<file path="config.mk">
export PLATFORM = sky130hd
export DESIGN_NAME = lnrvs_queue
export DESIGN_NICKNAME = d
export VERILOG_FILES = /design/src/design/lnrvs_pkg.sv /design/src/design/lnrvs_queue.sv
export SDC_FILE = /design/constraint.sdc
export NUM_CORES = 1
export LEC_CHECK = 0
export BUFFER_PORTS_ARGS = -buffer_cell sky130_fd_sc_hd__buf_2
export CORE_MARGIN = 4
export CORE_UTILIZATION = 35
export CTS_CLUSTER_SIZE = 30
export DETAILED_ROUTE_END_ITERATION = 10
export GPL_TIMING_DRIVEN = 1
export PLACE_DENSITY_LB_ADDON = 0.2
export RECOVER_POWER = 50
export SYNTH_ARGS = -nofsm -noshare
export SYNTH_HDL_FRONTEND = slang
export SYNTH_SLANG_ARGS = --single-unit
</file>
<file path="constraint.sdc">
create_clock -name aclk -period 6.97 [get_ports aclk]
set_input_delay 0.697 -clock aclk [delete_from_list [all_inputs] [get_ports aclk]]
set_output_delay 0.697 -clock aclk [all_outputs]
set_load 0.005 [all_outputs]
</file>
<file path="src/design/lnrvs_pkg.sv">
// ----------------------------------------------------------------------------
// lnrvs_pkg
// Shared types and constants of the lattice node velocity statistics block.
// ----------------------------------------------------------------------------
`default_nettype none

package lnrvs_pkg;

    localparam int DIRECTION_COUNT = 27;
    localparam int ACC_W           = 40;
    localparam int NODE_W          = 12;
    localparam int VAL_W           = 32;
    localparam int DIR_W           = 5;
    localparam int S_TDATA_W       = 88;
    localparam int M_TDATA_W       = 144;
    localparam int QUEUE_DEPTH     = 2;
    localparam int DIV_STEPS       = 64;

    // Per-axis sign codes of a lattice direction.
    localparam logic [1:0] SIGN_ZERO  = 2'b00;
    localparam logic [1:0] SIGN_PLUS  = 2'b01;
    localparam logic [1:0] SIGN_MINUS = 2'b10;

    // Packed as {z, y, x}, two bits per axis.
    typedef logic [5:0] axis_signs_t;

    localparam axis_signs_t DIR_SIGNS [DIRECTION_COUNT] = '{
        {SIGN_ZERO,  SIGN_ZERO,  SIGN_ZERO},
        {SIGN_ZERO,  SIGN_ZERO,  SIGN_PLUS},
        {SIGN_ZERO,  SIGN_ZERO,  SIGN_MINUS},
        {SIGN_ZERO,  SIGN_PLUS,  SIGN_ZERO},
        {SIGN_ZERO,  SIGN_MINUS, SIGN_ZERO},
        {SIGN_PLUS,  SIGN_ZERO,  SIGN_ZERO},
        {SIGN_MINUS, SIGN_ZERO,  SIGN_ZERO},
        {SIGN_ZERO,  SIGN_PLUS,  SIGN_PLUS},
        {SIGN_ZERO,  SIGN_MINUS, SIGN_MINUS},
        {SIGN_ZERO,  SIGN_MINUS, SIGN_PLUS},
        {SIGN_ZERO,  SIGN_PLUS,  SIGN_MINUS},
        {SIGN_PLUS,  SIGN_ZERO,  SIGN_PLUS},
        {SIGN_MINUS, SIGN_ZERO,  SIGN_MINUS},
        {SIGN_MINUS, SIGN_ZERO,  SIGN_PLUS},
        {SIGN_PLUS,  SIGN_ZERO,  SIGN_MINUS},
        {SIGN_PLUS,  SIGN_PLUS,  SIGN_ZERO},
        {SIGN_MINUS, SIGN_MINUS, SIGN_ZERO},
        {SIGN_MINUS, SIGN_PLUS,  SIGN_ZERO},
        {SIGN_PLUS,  SIGN_MINUS, SIGN_ZERO},
        {SIGN_PLUS,  SIGN_PLUS,  SIGN_PLUS},
        {SIGN_PLUS,  SIGN_MINUS, SIGN_MINUS},
        {SIGN_PLUS,  SIGN_MINUS, SIGN_PLUS},
        {SIGN_PLUS,  SIGN_PLUS,  SIGN_MINUS},
        {SIGN_MINUS, SIGN_PLUS,  SIGN_PLUS},
        {SIGN_MINUS, SIGN_MINUS, SIGN_MINUS},
        {SIGN_MINUS, SIGN_MINUS, SIGN_PLUS},
        {SIGN_MINUS, SIGN_PLUS,  SIGN_MINUS}
    };

    // Unknown directions contribute nothing.
    function automatic axis_signs_t dir_signs(input logic [DIR_W-1:0] dir);
        axis_signs_t s;
        s = '0;
        if (32'(dir) < DIRECTION_COUNT) begin
            s = DIR_SIGNS[dir];
        end
        return s;
    endfunction

    // One finished node velocity handed from the front end to the back end.
    typedef struct packed {
        logic [NODE_W-1:0]       node;
        logic [31:0]             t;
        logic signed [ACC_W-1:0] vx;
        logic signed [ACC_W-1:0] vy;
        logic signed [ACC_W-1:0] vz;
    } lnrvs_item_t;

endpackage

`default_nettype wire

</file>
<file path="src/design/lnrvs_queue.sv">
// ----------------------------------------------------------------------------
// lnrvs_queue
// Short register queue of finished node velocities between front and back.
// ----------------------------------------------------------------------------
`default_nettype none

module lnrvs_queue (
    input  wire logic                   aclk,
    input  wire logic                   aresetn,
    input  wire logic                   push_valid,
    output logic                        push_ready,
    input  wire lnrvs_pkg::lnrvs_item_t push_item,
    output logic                        pop_valid,
    input  wire logic                   pop_ready,
    output lnrvs_pkg::lnrvs_item_t      pop_item
);
    import lnrvs_pkg::*;

    localparam int PTR_W = (QUEUE_DEPTH > 1) ? $clog2(QUEUE_DEPTH) : 1;
    localparam int CNT_W = $clog2(QUEUE_DEPTH + 1);

    lnrvs_item_t      entry_reg [QUEUE_DEPTH];
    logic [PTR_W-1:0] wr_ptr_reg;
    logic [PTR_W-1:0] rd_ptr_reg;
    logic [CNT_W-1:0] count_reg;
    logic             do_push;
    logic             do_pop;

    assign push_ready = count_reg != CNT_W'(QUEUE_DEPTH);
    assign pop_valid  = count_reg != '0;
    assign pop_item   = entry_reg[rd_ptr_reg];
    assign do_push    = push_valid && push_ready;
    assign do_pop     = pop_valid && pop_ready;

    always_ff @(posedge aclk) begin
        if (do_push) begin
            entry_reg[wr_ptr_reg] <= push_item;
        end
    end

    always_ff @(posedge aclk) begin
        if (!aresetn) begin
            wr_ptr_reg <= '0;
            rd_ptr_reg <= '0;
            count_reg  <= '0;
        end else begin
            if (do_push) begin
                wr_ptr_reg <= (32'(wr_ptr_reg) == QUEUE_DEPTH - 1) ? '0 : wr_ptr_reg + 1'b1;
            end
            if (do_pop) begin
                rd_ptr_reg <= (32'(rd_ptr_reg) == QUEUE_DEPTH - 1) ? '0 : rd_ptr_reg + 1'b1;
            end
            if (do_push && !do_pop) begin
                count_reg <= count_reg + 1'b1;
            end else if (do_pop && !do_push) begin
                count_reg <= count_reg - 1'b1;
            end
        end
    end

endmodule

`default_nettype wire

</file>
# Yosys cells after proc, flatten, opt, wreduce, memory -nomap -nowiden
# Memory sizes are Yosys's and may differ from the RTL's. A register that Yosys moved wholly into a read port is not among the register bits.
# Index checks and enable logic that the tools add are counted.
# word_totals
output_inout_bits	166
ramBits	328
regBits	4
n_memories	1
in_bits	168
elab_cells	25
# memory_table
memory	words	width	read_ports	rd_ports_with_merged_regs	wr	line	text
entry_reg	2	164	1	1	1	lnrvs_queue.sv:22	lnrvs_item_t entry_reg [QUEUE_DEPTH];
# op_classes
reduce_logical	8
muxes	8
addsub	4
eq_ne	1
# op_table
cell	n
1-bit two-way mux	6
1-bit logical AND	4
2-bit two-way mux	2
2-bit nonzero test	2
1-bit adder (second input constant)	2
2-bit by 1-bit adder with 2-bit output (second input constant)	1
1-bit logical NOT	2
2-bit != test (second input constant)	1
2-bit by 1-bit subtractor with 2-bit output (second input constant)	1

# Longest topological paths before layout
# depth
word_depth	6
ltp_mapped	6
mapped_depth_nobuf	6

# Worst setup path after synthesis
# OpenSTA, ideal clock, no wires.
# synth_path
path_kind	input to register
from	input push_valid
to	memory entry_reg[1][0] in the netlist's numbering (enable)
arrival_ns	4.505
path_stages	1
path_slack_ns	1.921
setup_ns	0.545
path_buffers	0
required_ns	6.425
path_cell_list	and3_1
# synth_via
elab_chain_len	3
# synth_rtl
item	line	text
start: declaration	lnrvs_queue.sv:10	input wire logic push_valid,
1-bit logical AND	lnrvs_queue.sv:32	assign do_push = push_valid && push_ready;
1-bit two-way mux	lnrvs_queue.sv:36	if (do_push) begin
1-bit two-way mux (not written as such)	lnrvs_queue.sv:37	entry_reg[wr_ptr_reg] <= push_item;
end: declaration	lnrvs_queue.sv:22	
# No other way between the ends.

# Final worst setup path
# layout_path
from	register count_reg[0]
to	memory entry_reg[1][57] in the netlist's numbering (enable)
# layout_via
elab_chain_len	4
# layout_rtl
item	line	text
start: declaration	lnrvs_queue.sv:25	logic [CNT_W-1:0] count_reg;
start signal: assignment	lnrvs_queue.sv:54	count_reg <= count_reg + 1'b1;
start signal: assignment	lnrvs_queue.sv:56	count_reg <= count_reg - 1'b1;
2-bit != test	lnrvs_queue.sv:29	assign push_ready = count_reg != CNT_W'(QUEUE_DEPTH);
1-bit logical AND	lnrvs_queue.sv:32	
1-bit two-way mux	lnrvs_queue.sv:36	
1-bit two-way mux (not written as such)	lnrvs_queue.sv:37	
# No other way between the ends.

==> reports/metrics.csv <==
stage,metric,value,unit
synth,ys_ff_latch,333,
hold_path,min_path_type,input pin to flip-flop,
synth,synthCells,534,
layout,drive_above_1_share,0.539,
power_and_ir_drop,internal-power,4190,uW
sta,setup_tns,0,ns
setup_path,crit_buf_inv,1,
setup_path,path_class,flip-flop to flip-flop,
setup_path,critPathMaxFanout,61,
sta,finalSetupViolations,0,
clocking,cts.repair.resized,0,
synth,synth_ff_type,edfxtp_1,
floorplanning,chipHeight,194,um
power_and_ir_drop,leakage,0.00550,uW
synth,syn_nets,703,
setup_path,slowest_delay,2.23,ns
synth,synth_top_family_by_area,multiplexers,
clocking,cts_buffers,37,
synth,avgSynthCellArea,22.7,um^2
synth,synth_cell_types,20,
status,violations,"capacitance limit, slew limit",
synth,synth_compound_area_frac,0.00289,
power_and_ir_drop,p_comb_frac,0.207,
layout,fin_cells,1367,
routing,viasPerCell,4.49,
clocking,clk_latency,0.49,ns
power_and_ir_drop,power.share.switching,0.244,
layout,largest_reg_flops,328,
routing,first_pass_iters,5,
layout,syn_to_final_growth,25.9,%
setup_path,worstPathArrival,4.33,ns
clocking,clkTransAtPathRegs,0.06,ns
global_routing,grt_pass1_vias,6384,
layout,mostFrequentLayoutCell,edfxtp_1,
place,dpl.cell_count,1302,
global_routing,grt_overflow,0,
floorplanning,dieArea,37700,um^2
synth,synthSimpleGateAreaFrac,0.00536,
synth,netlist_area,12100,um^2
global_routing,antenna_found_initial,3,
synth,ys_async_sr_fraction,0,
setup_path,cp_top_family,simple AND/OR/NAND/NOR gates,
layout,fillerInstances,3046,
status,status,finished with violations,
routing,wirelength,24.9,mm
clocking,cts_root_buf,clkbuf_16,
sta,finalHoldViolCount,0,
setup_path,start_kind,flip-flop,
place,hpwl,16.0,mm
place,routabilityCongestion,0.698,
routing,ant_nets,0,
clocking,htreeDepth,2,
sta,clock.fmax,0.237,GHz
routing,drtIter0Drc,207,
clocking,hold_buffers,0,
sta,hold_slack,0.387,ns
global_routing,grt_util_all_layers,0.126,
sta,report.final.slew_viol_count,62,
sta,skew,0.00707,ns
power_and_ir_drop,switching_power,1350,uW
routing,vias,6135,
synth,synth_fa_ha_area_frac,0.00103,
floorplanning,io_pins,334,
sta,period_share,0.604,
synth,synthMuxAreaShare,0.152,
power_and_ir_drop,pwr-share-clk,0.330,
floorplanning,fp.dieW,194,um
synth,synth_edf_count,328,
setup_path,critPathRequiredTime,7.09,ns
power_and_ir_drop,peakVddDrop,0.000245,V
layout,layout_common_cells,"edfxtp_1 (328), buf_2 (276), mux2_2 (164)",
clocking,tritoncts,yes,
power_and_ir_drop,p_seq_frac,0.463,
clocking,cts_setup_buffers,0,
setup_path,endpoint_kind,flip-flop,
synth,ys.warnings.count,0,
sta,worst_slew_pin_slew,2.98,ns
synth,ys_seq_area_frac,0.820,
setup_path,cpMaxStageDelayCell,and3_1,
clocking,clockBufferDepth,3,
floorplanning,start_util,0.358,
clocking,cts.sinks,333,
global_routing,grt_pass1_wl,37.7,mm
global_routing,grt_max_degree,94,
setup_path,path_cells,nand2b_1 > and3_1 > buf_4,
floorplanning,num_rows,67,
sta,relSlewSlack,-0.989,
floorplanning,core-area,33900,um^2
synth,synth_xor_area_frac,0.00217,
power_and_ir_drop,power_density,363,nW/um^2
layout,final_util,0.451,
sta,rsz0062_at_grt,false,
routing,route.detailed.drc,0,
layout,finalNetCount,1062,
routing,wl_per_cell,18.2,um
place,io_buffers,333,
sta,period_minus_slack,4.21,ns
flow_run,drv_cap,1,
## cell type report
cell class / instances / area, um^2 / area share
antenna: 1 / 2.50 / 0.000164
clock buffer: 45 / 956 / 0.0626
clock inverter: 19 / 183 / 0.0120
inverter: 1 / 8.76 / 0.000573
multi-input combinational: 182 / 1980 / 0.130
sequential: 333 / 9950 / 0.652
tap: 448 / 561 / 0.0367
timing repair buffer: 338 / 1630 / 0.107
## kinds of logic (layout without fill, tap and decap cells)
group,Yosys count,in the layout
compound gates,5,5
mux,164,164
other cells,0,1
xor+xnor,3,3
simple gates,9,9
flops,333,333
buf+inv,19,403
fa+ha+maj,1,1
## cell usage after synthesis, types with 2 or more instances
| library cell | count | area share |
|---|---|---|
| xnor2_1 | 2 | 0.0014 |
| edfxtp_1 | 328 | 0.81 |
| buf_4 | 2 | 0.0012 |
| buf_6 | 16 | 0.015 |
| dfxtp_1 | 5 | 0.0082 |
| mux2_2 | 164 | 0.15 |
| and2_1 | 4 | 0.0021 |
## final timing paths
check                                   start               end  slack [ns]  cells past startpoint
worst min-delay path            push_item[87]  entry_reg[0][87]        0.39                      1
worst max-delay path             count_reg[0]  entry_reg[1][57]        2.76                      3
worst min register to register   count_reg[1]      count_reg[1]        0.56                      2
worst max register to register   count_reg[0]  entry_reg[1][57]        2.76                      3
## worst register-to-register path, stage by stage (launching register included)
cell and delay (ns):
dfxtp_1 0.40, nand2b_1 0.21, and3_1 2.23, buf_4 0.93
## metrics by stage
| stage | setup WS (ns) | area, um^2 | total power, uW |
|---|---|---|---|
| final | 2.76 | 15300 | 5540 |
| after global routing | 2.28 | 15300 | 5840 |
| after CTS | 3.65 | 15400 | 5670 |
| after detailed placement | 3.84 | 14200 | 3810 |
| after global placement | 3.83 | 14200 | 3800 |
| after floorplan | 1.92 | 12100 | 3350 |
## metal layers
layer  routed length [um]  vias up  GRT usage
met1                10400     3008      0.161
met3                 2060       50     0.0460
li1                     -     2859          -
met5                   32        -          0
met4                  563        6     0.0362
met2                11900      212      0.205
## power by group through the flow
stage / sequential, uW / combinational (uW) / clock, uW
2_1_floorplan: 2620 / 727 / 0
3_3_place_gp: 2600 / 1200 / 0
3_5_place_dp: 2610 / 1190 / 0
4_1_cts: 2570 / 1200 / 1900
5_1_grt: 2590 / 1270 / 1980
6_report: 2570 / 1150 / 1830
(Power assumes the default switching activity.)
